--- src/hw/rtl/multi_target_best_cost_tracker_assert.svh ---
// Assertion macros for the best cost tracker
`ifndef MULTI_TARGET_BEST_COST_TRACKER_ASSERT_SVH
`define MULTI_TARGET_BEST_COST_TRACKER_ASSERT_SVH

// Consequent must hold in the same cycle as the antecedent
`define MTBCT_ASSERT_NOW(lbl, ante, cons, msg) \
   lbl: assert property (@(posedge clock) disable iff (reset) (ante) |-> (cons)) \
      else $error(msg);

// Consequent must hold in the cycle after the antecedent
`define MTBCT_ASSERT_NEXT(lbl, ante, cons, msg) \
   lbl: assert property (@(posedge clock) disable iff (reset) (ante) |=> (cons)) \
      else $error(msg);

`endif

--- src/hw/rtl/mtbct_pkg.sv ---
// Shared types, field layout and cost helpers for the best cost tracker
`default_nettype none

package mtbct_pkg;

   // Field widths
   localparam int FUNC_W     = 2;
   localparam int LOC_IN_W   = 20;
   localparam int DEST_IN_W  = 6;
   localparam int DUR_W      = 15;
   localparam int COST_W     = 16;
   localparam int STATUS_W   = 2;

   // Request tdata layout, lowest field first
   localparam int LOC_LSB    = 0;
   localparam int DEST_LSB   = LOC_LSB + LOC_IN_W;
   localparam int DUR_LSB    = DEST_LSB + DEST_IN_W;
   localparam int COST_LSB   = DUR_LSB + DUR_W;
   localparam int REQ_DATA_W = 64;

   // Response tdata: worst_cost, worst_dest, status
   localparam int RSP_DATA_W = COST_W + DEST_IN_W + STATUS_W;

   localparam logic signed [COST_W-1:0] INVALID_FWD = 16'sh7FFF;
   localparam logic signed [COST_W-1:0] INVALID_BWD = 16'sh8000;

   typedef enum logic [FUNC_W-1:0] {
      FUNC_CLEAR  = 2'd0,
      FUNC_LOAD   = 2'd1,
      FUNC_UPDATE = 2'd2
   } mtbct_func_type;

   typedef enum logic [STATUS_W-1:0] {
      ST_OK   = 2'd0,
      ST_MISS = 2'd1,
      ST_FULL = 2'd2
   } mtbct_status_type;

   // Controller to datapath commands
   typedef struct packed {
      logic capture;
      logic do_clear;
      logic do_load;
      logic flag_full;
      logic scan_start;
      logic rescan_start;
      logic flag_miss;
      logic finish;
   } mtbct_cmd_type;

   // Datapath to controller status
   typedef struct packed {
      logic is_clear;
      logic is_load;
      logic load_reject;
      logic is_update;
      logic scan_done;
      logic found;
      logic need_rescan;
      logic rescan_done;
      logic out_free;
   } mtbct_stat_type;

   function automatic logic signed [COST_W-1:0] invalid_of(input logic dir);
      return dir ? INVALID_BWD : INVALID_FWD;
   endfunction

   function automatic logic signed [COST_W-1:0] opposite_of(input logic dir);
      return dir ? INVALID_FWD : INVALID_BWD;
   endfunction

   // a is better than b under the given direction
   function automatic logic better(input logic dir,
                                   input logic signed [COST_W-1:0] a,
                                   input logic signed [COST_W-1:0] b);
      return dir ? (b < a) : (a < b);
   endfunction

endpackage

`default_nettype wire

--- src/hw/rtl/mtbct_ctrl.sv ---
// Sequencing state machine for the best cost tracker
`default_nettype none

module mtbct_ctrl
   import mtbct_pkg::*;
(
   input  wire logic           clock,
   input  wire logic           reset,
   input  wire logic           req_tvalid,
   output logic                req_tready,
   input  wire mtbct_stat_type stat,
   output mtbct_cmd_type       cmd
);

   typedef enum logic [4:0] {
      S_IDLE   = 5'b00001,
      S_DECODE = 5'b00010,
      S_SCAN   = 5'b00100,
      S_RESCAN = 5'b01000,
      S_FINISH = 5'b10000
   } state_type;

   state_type state_ff, state_in;

   // No transaction is taken while reset is held
   assign req_tready = (state_ff == S_IDLE) && !reset;

   // Next state and command decode
   always_comb begin
      state_in = state_ff;
      cmd      = '0;
      case (state_ff)
         S_IDLE: begin
            if (req_tvalid) begin
               cmd.capture = 1'b1;
               state_in    = S_DECODE;
            end
         end
         S_DECODE: begin
            if (stat.is_clear) begin
               cmd.do_clear = 1'b1;
               state_in     = S_FINISH;
            end else if (stat.is_load) begin
               if (stat.load_reject) begin
                  cmd.flag_full = 1'b1;
                  state_in      = S_FINISH;
               end else begin
                  cmd.do_load      = 1'b1;
                  cmd.rescan_start = 1'b1;
                  state_in         = S_RESCAN;
               end
            end else if (stat.is_update) begin
               cmd.scan_start = 1'b1;
               state_in       = S_SCAN;
            end else begin
               state_in = S_FINISH;
            end
         end
         S_SCAN: begin
            if (stat.scan_done) begin
               if (!stat.found) begin
                  cmd.flag_miss = 1'b1;
                  state_in      = S_FINISH;
               end else if (stat.need_rescan) begin
                  cmd.rescan_start = 1'b1;
                  state_in         = S_RESCAN;
               end else begin
                  state_in = S_FINISH;
               end
            end
         end
         S_RESCAN: begin
            if (stat.rescan_done) begin
               state_in = S_FINISH;
            end
         end
         S_FINISH: begin
            if (stat.out_free) begin
               cmd.finish = 1'b1;
               state_in   = S_IDLE;
            end
         end
         default: begin
            state_in = S_IDLE;
         end
      endcase
   end

   always_ff @(posedge clock) begin
      if (reset) begin
         state_ff <= S_IDLE;
      end else begin
         state_ff <= state_in;
      end
   end

endmodule

`default_nettype wire

--- config.mk ---
export PLATFORM = sky130hd
export DESIGN_NAME = mtbct_ctrl
export DESIGN_NICKNAME = d
export VERILOG_FILES = /design/src/hw/rtl/multi_target_best_cost_tracker_assert.svh /design/src/hw/rtl/mtbct_pkg.sv /design/src/hw/rtl/mtbct_ctrl.sv
export SDC_FILE = /design/constraint.sdc
export NUM_CORES = 1
export LEC_CHECK = 0
export BUFFER_PORTS_ARGS = -buffer_cell sky130_fd_sc_hd__buf_2
export CORE_AREA = 8 8 45 47
export CTS_BUF_LIST = sky130_fd_sc_hd__clkbuf_4 sky130_fd_sc_hd__clkbuf_8
export DETAILED_ROUTE_END_ITERATION = 10
export DIE_AREA = 0 0 53 55
export GPL_TIMING_DRIVEN = 0
export PLACE_DENSITY_LB_ADDON = 0.08
export SLEW_MARGIN = 0
export SYNTH_ARGS = -nofsm -noshare
export SYNTH_HDL_FRONTEND = slang
export SYNTH_SLANG_ARGS = --single-unit
--- constraint.sdc ---
create_clock -name clock -period 4.2 [get_ports clock]
set_input_delay 0 -clock clock [delete_from_list [all_inputs] [get_ports clock]]
set_output_delay 0 -clock clock [all_outputs]
set_load 0.1 [all_outputs]
==> Word-level counts from Yosys, hierarchy flattened <==
Cells that the tools add are included.
{ "totals": {"rom_bits": 0, "output_inout_bits": 9, "mem_bits_rw": 0, "latch_bits": 0, "n_memories": 0, "register_bits": 5} }
{ "classes": {"n_addsub": 0, "n_eq_ne": 9, "div": 0, "n_reduce_logical": 3, "order_cmp": 0, "n_mux": 30, "n_mul": 0, "bitwise_logic": 0, "shifts": 0} }
{ "ops": {"columns": ["cell", "count"], "rows": [
  ["5-bit 2-to-1 mux", 10],
  ["5-bit one-hot mux with 5 select lines", 1],
  ["1-bit 2-to-1 mux", 14],
  ["4-bit 2-to-1 mux", 2],
  ["2-bit != test (second input constant)", 4],
  ["5-bit by 1-bit == test with 1-bit output (second input constant)", 1],
  ["5-bit by 2-bit == test with 1-bit output (second input constant)", 1],
  ["5-bit by 3-bit == test with 1-bit output (second input constant)", 1],
  ["5-bit by 4-bit == test with 1-bit output (second input constant)", 1],
  ["5-bit == test (second input constant)", 1],
  ["2-bit 2-to-1 mux", 2],
  ["4-bit AND reduction", 1],
  ["1-bit one-hot mux with 2 select lines", 1],
  ["1-bit logical AND", 1],
  ["1-bit logical NOT", 1]
]} }

==> Logic depth before layout (Yosys ltp) <==
Gate-level depths: netlist (run 1).
{ "logic_depth": {"depth_word": 4, "mapped_depth": 4, "ltp_nobuf": 4} }

==> Worst setup path after synthesis (run 1) <==
No wires, ideal clock.
{ "synth_timing": {"path_type": "flip-flop to output port", "start": "reg state_ff[2]", "end": "out cmd[6] (netlist bit)", "setup_slack_ns": 0.299, "required_ns": 4.200, "arrival_time_ns": 3.901, "path_stages_with_launch": 3, "path_cell_list": "dfxtp_1 or3b_1 nor4b_1"} }
{ "synth_rtl": {"columns": ["element", "line", "text"], "rows": [
  ["start: declaration", "mtbct_ctrl.sv:23", "state_type state_ff, state_in;"],
  ["start signal: assignment", "mtbct_ctrl.sv:93", "state_ff <= state_in;"],
  ["end: declaration", "mtbct_ctrl.sv:12", "output mtbct_cmd_type cmd"]
]} }

==> impl_metrics.yaml, run 1 <==
outcome:
  status: "finished clean"
final_layout:
  drive_gt1_frac: 0.346
  ff_latch_area_um2: 100
  multiInputGateArea_um2: 292
  layout_common_cells: "buf_2 (19), nand2_1 (6), nor2_1 (6)"
  final_area_um2: 552
  largest_register: "state_ff"
  nets: 91
  fillerInstances: 156
  largest_reg_flops: 5
  largestRegisters: "state_ff: 5 flops"
  syn2layout_area_growth_pct: 35.7
  final_common_cell: "buf_2"
  diodes: 0
min_path:
  whs_path_depth: 4
  hold_class: "input pin to flop"
cts:
  clkLatencyLatePin_ps: 240
  htree_levels: 1
  clk_pin_slew_ps: 40
  clock-sinks: 5
  holdBufCountCts: 0
  post_cts_buffers: 0
  cts_buffers: 3
  ctsResizeCount: 0
  cts_buffer_depth: 2
  root_buffer: "clkbuf_4"
  cts_tree: "yes"
worst_setup_path:
  endpoint: "cmd[2]"
  start_kind: "flop"
  worstPathCellList: "or3b_1 -> or4_4 -> or2_4 -> nand2_1 -> buf_2"
  setup.worst_path.class: "flop to output pin"
  end_kind: "output pin"
  critPathTopFamily: "simple AND/OR/NAND/NOR gates"
  arrival_ps: 2230
  path_max_fanout: 8
  cp.depth: 5
  ff2ff_setup_slack_ps: 2490
  required_ps: 4200
  critPathMaxStageDelay_ps: 440
  r2r_end: "state_ff[3]"
  crit_buf_inv: 1
  crit_start: "state_ff[2]"
  critPathSlowestCell: "or3b_1"
  r2r_cells: 4
  r2r-start: "state_ff[2]"
timing:
  max_freq_mhz: 448
  finalHoldViolCount: 0
  rsz0062_at_grt: "no"
  fin_crit_sh: 0.532
  worst_slew_pin_slew_ps: 489
  drv_slew: 0
  layout_min_cycle_time_ps: 2230
  setup-violations-final: 0
  finalSetupTns_ps: 0
  fin_skew_ps: 2.71
  slew_headroom: 0.676
floorplanning:
  die_area_um2: 2920
  io-pin-count: 21
  rows: 14
  core_um2: 1380
  chipWidth_um: 53
  start_util: 0.294
  die_h_um: 55
routing:
  drc_errors: 0
  wl_um: 1060
  wire_per_inst_um: 11.3
  postRouteAntennaNets: 0
  drtPass1Iterations: 2
  drt_iter0_markers: 1
  vias: 459
  viasPerCell: 4.88
synthesis:
  synth_top_area_frac: 0.246
  ys_warn_count: 0
  synth.cell_area_um2: 407
  synth_nets: 67
  ys_seq_area_frac: 0.246
  synth_seq_cells: 5
  synth_cell_types: 28
  synth_largest_area_cell: "dfxtp_1"
  syn_avg_cell_area_um2: 7.39
  netlist_instances: 55
  netlist_top_cells_area: "dfxtp_1 (25%), nor2b_1 (6.2%), nand2_1 (5.5%)"
grt:
  grt_first_pass_wirelength_um: 1590
  grt_usage: 0.0743
  grt_max_degree: 9
  grt_remaining_overflow: 0
  first_global_vias: 408
  antenna_found_initial: 0
place:
  gp_congestion: 0.675
  place_hpwl_um: 885
  port_buffers: 19
  dpl-instance-area_um2: 522
pwr:
  switching_share: 0.510
  p_sw_uw: 150
  ir_drop_mv: 0.276
  p_total_uw: 293
  power.leakage_nw: 0.271
  p_seq_frac: 0.254
  power_frac_comb: 0.541
  power_density_nw_per_um2: 531
  pwr-share-clk: 0.205
  power.internal_uw: 144
run:
  drv_cap: 0
-- logic make-up after synthesis --
group	synth area share
compound gates	0.166
xor+xnor	0.0215
buf+inv	0.0369
flops	0.246
mux	0.0246
simple gates	0.505
-- worst min path at each step --
| stage | endpoint | slack (ps) | startpoint |
|---|---|---|---|
| after floorplan | state_ff[2] | 200 | stat[4] |
| after global placement | state_ff[2] | 320 | stat[4] |
| after detailed placement | state_ff[2] | 320 | stat[4] |
| after CTS | state_ff[2] | 70 | stat[4] |
| after global routing | state_ff[2] | 70 | stat[4] |
| final | state_ff[2] | 70 | stat[4] |
-- metrics by stage --
step / utilization / cells / setup slack, ps / hold WS, ps
global placement: 0.377 / 90 / 2210 / 317
CTS: 0.399 / 94 / 1940 / 67.0
global route: 0.399 / 94 / 1880 / 73.5
floorplan: - / 55 / 299 / 201
finish: 0.399 / 94 / 1970 / 68.4
detailed placement: 0.377 / 90 / 2210 / 321
-- layout make-up --
class                      instances  share of cell area
inverter                           3              0.0204
multi-input combinational         46               0.528
buffer                             1             0.00680
timing repair buffer              19               0.172
clock buffer                       4              0.0544
sequential                         5               0.181
tap                               16              0.0363
-- per-layer routing --
layer  vias to the layer above  global-route usage  wire length [um]
met5                         -                   0                 0
met4                         0              0.0129                 0
met3                         0              0.0481               108
met2                        13               0.119               488
met1                       194              0.0819               465
li1                        252                   -                 -
-- worst reg2reg max path, cell delays in order, from the launching register on --
cell and delay (ps):
dfxtp_1 370, or3b_1 440, or4_4 440, or2_4 280, a31oi_2 110
-- Yosys cell counts (all sizes together) --
library cell  instances
and4                  1
and3                  1
mux2i                 1
a221oi                1
nand2b                3
or4                   1
o22ai                 1
nor2b                 4
nand3                 1
nor3b                 2
nor3                  4
o22a                  1
o211ai                1
buf                   1
dfxtp                 5
nor4b                 2
or2                   2
nor2                  6
or3b                  1
inv                   3
xor2                  1
nand4b                1
a21oi                 3
o21ai                 1
nand2                 6
a31oi                 1
-- power by group through the flow --
stage               sequential (mW)  combinational [mW]  clock [mW]
finish                       0.0744               0.159      0.0602
global route                 0.0763               0.169      0.0671
CTS                          0.0747               0.160      0.0627
detailed placement           0.0754               0.160           0
global placement             0.0760               0.159           0
floorplan                    0.0707               0.135           0
Power figures use the tool's default switching activity.
==> run 2: changes to the inputs <==
Clock period 4.2 ns to 1.85 ns, I/O delays scaled along.
==> run 2 against run 1 <==
The flow now finishes with violations (negative setup slack). Die area is the same. Clock skew down 2.6 ps. Combinational power rose to 2.8 times the previous value. Sequential share of layout area is 3.1 points lower. Worst hold slack improved by 3.8 ps. Non-clock buffer count increased by 6.
==> impl_metrics.yaml, run 2 (same netlist as run 1, synthesis figures left out) <==
outcome:
  status: "finished with violations"
  violations: "negative setup slack"
floorplanning:
  die_h_um: 55
  die_area_um2: 2920
  io-pin-count: 21
  rows: 14
  core_um2: 1380
  start_util: 0.294
  chipWidth_um: 53
timing:
  drv_slew: 0
  finalHoldViolCount: 0
  fin_hold_ws_ps: 72.2
  rsz0062_at_grt: "yes"
  fin_skew_ps: 0.111
  worst_slew_pin_slew_ps: 484
  finalSetupTns_ps: -282
  layout_min_cycle_time_ps: 1960
  worst_slack_ps: -107
  fin_crit_sh: 1.06
  slew_headroom: 0.679
  max_freq_mhz: 511
  setup-violations-final: 3
grt:
  grt_max_degree: 9
  first_global_vias: 509
  antenna_found_initial: 0
  grt_remaining_overflow: 0
  grt_first_pass_wirelength_um: 1990
  grt_usage: 0.0897
routing:
  vias: 483
  drtPass1Iterations: 3
  wire_per_inst_um: 12.2
  wl_um: 1220
  viasPerCell: 4.83
  highest_layer: "met3"
  met1_length_um: 538
  wl_met2_um: 589
  met3_length_um: 90
  postRouteAntennaNets: 0
  drt_iter0_markers: 2
  drc_errors: 0
final_layout:
  drive_gt1_frac: 0.548
  largest_reg_flops: 5
  layout_common_cells: "buf_2 (11), clkbuf_4 (8), buf_4 (6)"
  nets: 97
  syn2layout_area_growth_pct: 77.8
  largest_register: "state_ff"
  fillerInstances: 147
  largestRegisters: "state_ff: 5 flops"
  postLayoutCoreUtil: 0.523
  diodes: 0
  final_common_cell: "buf_2"
worst_setup_path:
  r2r-start: "state_ff[2]"
  setup.worst_path.class: "flop to output pin"
  end_kind: "output pin"
  r2r_cells: 5
  r2r_end: "state_ff[3]"
  required_ps: 1850
  path_max_fanout: 3
  start_kind: "flop"
  crit_start: "state_ff[2]"
  arrival_ps: 1960
  ff2ff_setup_slack_ps: 40
pwr:
  power.leakage_nw: 0.302
  p_seq_frac: 0.223
  power_density_nw_per_um2: 1040
  pwr-share-clk: 0.186
  switching_share: 0.488
  p_sw_uw: 368
  ir_drop_mv: 0.682
  p_total_uw: 754
  power.internal_uw: 386
  power_frac_comb: 0.591
place:
  port_buffers: 19
  place_hpwl_um: 921
  preCtsSetupSlack_ps: -191
  gp_congestion: 0.651
cts:
  clock-sinks: 5
  clk_pin_slew_ps: 40
  holdBufCountCts: 0
  cts_buffers: 3
  clkLatencyLatePin_ps: 240
  htree_levels: 1
  cts_tree: "yes"
  cts_buffer_depth: 2
  root_buffer: "clkbuf_4"
min_path:
  hold_class: "input pin to flop"
  whs_path_depth: 4
  hold_path_end: "state_ff[2]"
  min_from: "stat[4]"
run:
  drv_cap: 0
-- run 2: cell count changes in the layout (fill, tap and decap cells not counted), sizes merged --
cell	delta
buf	+2
clkbuf	+4
clkinvlp	+2
inv	-2
-- run 2: critical path, cell delays in order (launching register included) --
cell        delay (ps)
dfxtp_4            340
or3b_4             390
or4_4              460
or2_4              280
clkinvlp_4          90
buf_12             160
-- run 2: how the worst max path moves through the flow --
stage	slack [ps]	end	cells past startpoint
after global placement	-190	cmd[3]	5
after floorplan	-340	cmd[7]	3
after global routing	-170	cmd[5]	5
after detailed placement	-190	cmd[2]	5
final	-110	cmd[5]	5
after CTS	-100	cmd[5]	5
-- run 2: metrics by stage --
stage / instances / instance area [um2]
floorplan: 55 / 452
global placement: 90 / 567
detailed placement: 90 / 567
CTS: 100 / 698
global route: 100 / 723
finish: 100 / 723
-- run 2: power groups by stage --
stage                     combinational [mW]  clock (mW)  sequential (mW)
after global placement                 0.383           0            0.179
after floorplan                        0.326           0            0.167
after detailed placement               0.385           0            0.177
after CTS                              0.428       0.142            0.165
after global routing                   0.477       0.159            0.173
final                                  0.446       0.140            0.168
-- run 2: routing by layer --
metal | up-vias | global-route usage
met3 | 0 | 0.0481
met2 | 12 | 0.154
li1 | 257 | -
met5 | - | 0
met4 | 0 | 0.0345
met1 | 214 | 0.0898
-- run 2: cell type report --
class	count	area [um2]	share of cell area
clock buffers	4	30.0	0.0415
repair buffers	25	201	0.279
multi-input cells	46	340	0.471
inverters	3	18.8	0.0260
well taps	16	20.0	0.0277
plain buffers	1	3.75	0.00519
flip-flops and latches	5	109	0.151
-- run 2: what timing repair did --
action	CTS	global route
setup buffers	6	0
pin swaps	1	0
endpoints found under the setup margin	4	8
resized for setup	18	7
==> run 3: changes to the inputs <==
Settings changed: SETUP_SLACK_MARGIN set to 0.5.
==> run 3 against run 2 <==
First-iteration DRC count down 50%. Final area rose by 33%. Sequential share of layout area is 3.5 points lower. Flip-flop and latch count did not move. The flow still finishes with violations (negative setup slack). Die area did not move. Fmax up 0.95%. Combinational power up 50%. Setup slack better by 18 ps. Critical path type unchanged.
==> impl_metrics.yaml, run 3 (same netlist as run 1, synthesis figures left out) <==
worst_setup_path:
  end_kind: "output pin"
  arrival_ps: 1940
  start_kind: "flop"
  setup.worst_path.class: "flop to output pin"
  path_max_fanout: 3
  required_ps: 1850
place:
  place_hpwl_um: 921
  port_buffers: 19
  post-place-cells: 90
  gp_congestion: 0.664
  preCtsSetupSlack_ps: -138
  dpl-instance-area_um2: 591
grt:
  grt_usage: 0.0914
  grt_max_degree: 9
  grt_first_pass_wirelength_um: 2020
  antenna_found_initial: 0
  first_global_vias: 493
  grt_remaining_overflow: 0
cts:
  cts_buffers: 3
  clock-sinks: 5
  clkLatencyLatePin_ps: 240
  clk_pin_slew_ps: 50
  htree_levels: 1
  root_buffer: "clkbuf_4"
  cts_buffer_depth: 2
  cts_tree: "yes"
outcome:
  status: "finished with violations"
  violations: "negative setup slack"
timing:
  worst_slew_pin_slew_ps: 483
  drv_slew: 0
  rsz0062_at_grt: "yes"
  fin_crit_sh: 1.05
  slew_headroom: 0.678
  fin_skew_ps: 6.19
  setup-violations-final: 4
  max_freq_mhz: 516
  finalSetupTns_ps: -260
  finalHoldViolCount: 0
  worst_slack_ps: -89.0
  layout_min_cycle_time_ps: 1940
final_layout:
  nets: 107
  final_common_cell: "buf_2"
  ff_latch_area_um2: 111
  largest_register: "state_ff"
  syn2layout_area_growth_pct: 137
  drive_gt1_frac: 0.691
  largestRegisters: "state_ff: 5 flops"
  multiInputGateArea_um2: 403
  fillerInstances: 115
  final_area_um2: 962
  largest_reg_flops: 5
  diodes: 0
  layout.cells.non_filler: 110
  layout_common_cells: "buf_2 (10), buf_12 (8), buf_6 (8), buf_4 (8), nand2_1 (5)"
min_path:
  hold_class: "input pin to flop"
routing:
  drtPass1Iterations: 2
  vias: 522
  drt_iter0_markers: 1
  drc_errors: 0
  wl_um: 1390
  viasPerCell: 4.75
  wire_per_inst_um: 12.7
  postRouteAntennaNets: 0
floorplanning:
  die_area_um2: 2920
  chipWidth_um: 53
  die_h_um: 55
  io-pin-count: 21
  core_um2: 1380
  rows: 14
  start_util: 0.294
pwr:
  ir_drop_mv: 0.946
  power_density_nw_per_um2: 1030
  p_total_uw: 988
  power.leakage_nw: 0.396
run:
  drv_cap: 0
-- run 3: changes by cell type in the layout (fill, tap and decap cells not counted), sizes merged --
| cell | change |
|---|---|
| buf | +14 |
| clkbuf | -4 |
-- run 3: path summary, 6_finish.rpt --
check / from / end / slack, ps / depth (start not counted)
setup / recovery: state_ff[3] / cmd[3] / -90 / 5
hold / removal: stat[4] / state_ff[2] / 60 / 4
setup reg to reg: state_ff[3] / state_ff[3] / 70 / 5
hold reg to reg: state_ff[0] / state_ff[0] / 620 / 2
-- run 3: where the power goes --
part	switching [mW]	total, mW	internal [mW]
sequential	0.0450	0.178	0.133
combinational	0.350	0.669	0.319
clock	0.0450	0.141	0.0962
-- run 3: layout make-up --
cell class              instances  area share
plain buffers                   1     0.00390
clock buffers                   4      0.0312
inverters                       3      0.0195
multi-input cells              46       0.419
flip-flops and latches          5       0.116
well taps                      16      0.0208
repair buffers                 35       0.390
-- run 3: stage by stage --
step / utilization / hold slack (ps)
4_1_cts: 0.637 / 59.6
2_1_floorplan: - / 101
3_3_place_gp: 0.427 / 312
5_1_grt: 0.695 / 53.8
6_report: 0.695 / 57.8
3_5_place_dp: 0.427 / 312
-- run 3: what timing repair did --
action / CTS / global route
pin swaps: 3 / 3
buffers inserted: 9 / 7
resized for setup: 51 / 7
endpoints found under the setup margin: 13 / 13
hold buffers: 0 / 0
-- run 3: routing by layer --
metal / up-vias / track usage / part of all wire
li1: 276 / - / -
met1: 232 / 0.104 / 0.41
met2: 14 / 0.154 / 0.52
met3: 0 / 0.0455 / 0.067
met4: 0 / 0.0129 / 0
met5: - / 0 / 0
-- run 3: worst max-delay path, stage by stage (launching register included) --
cell and delay, ps:
dfxtp_4 340, or3b_4 390, or4_4 440, or2_4 280, clkinvlp_4 80, buf_12 160
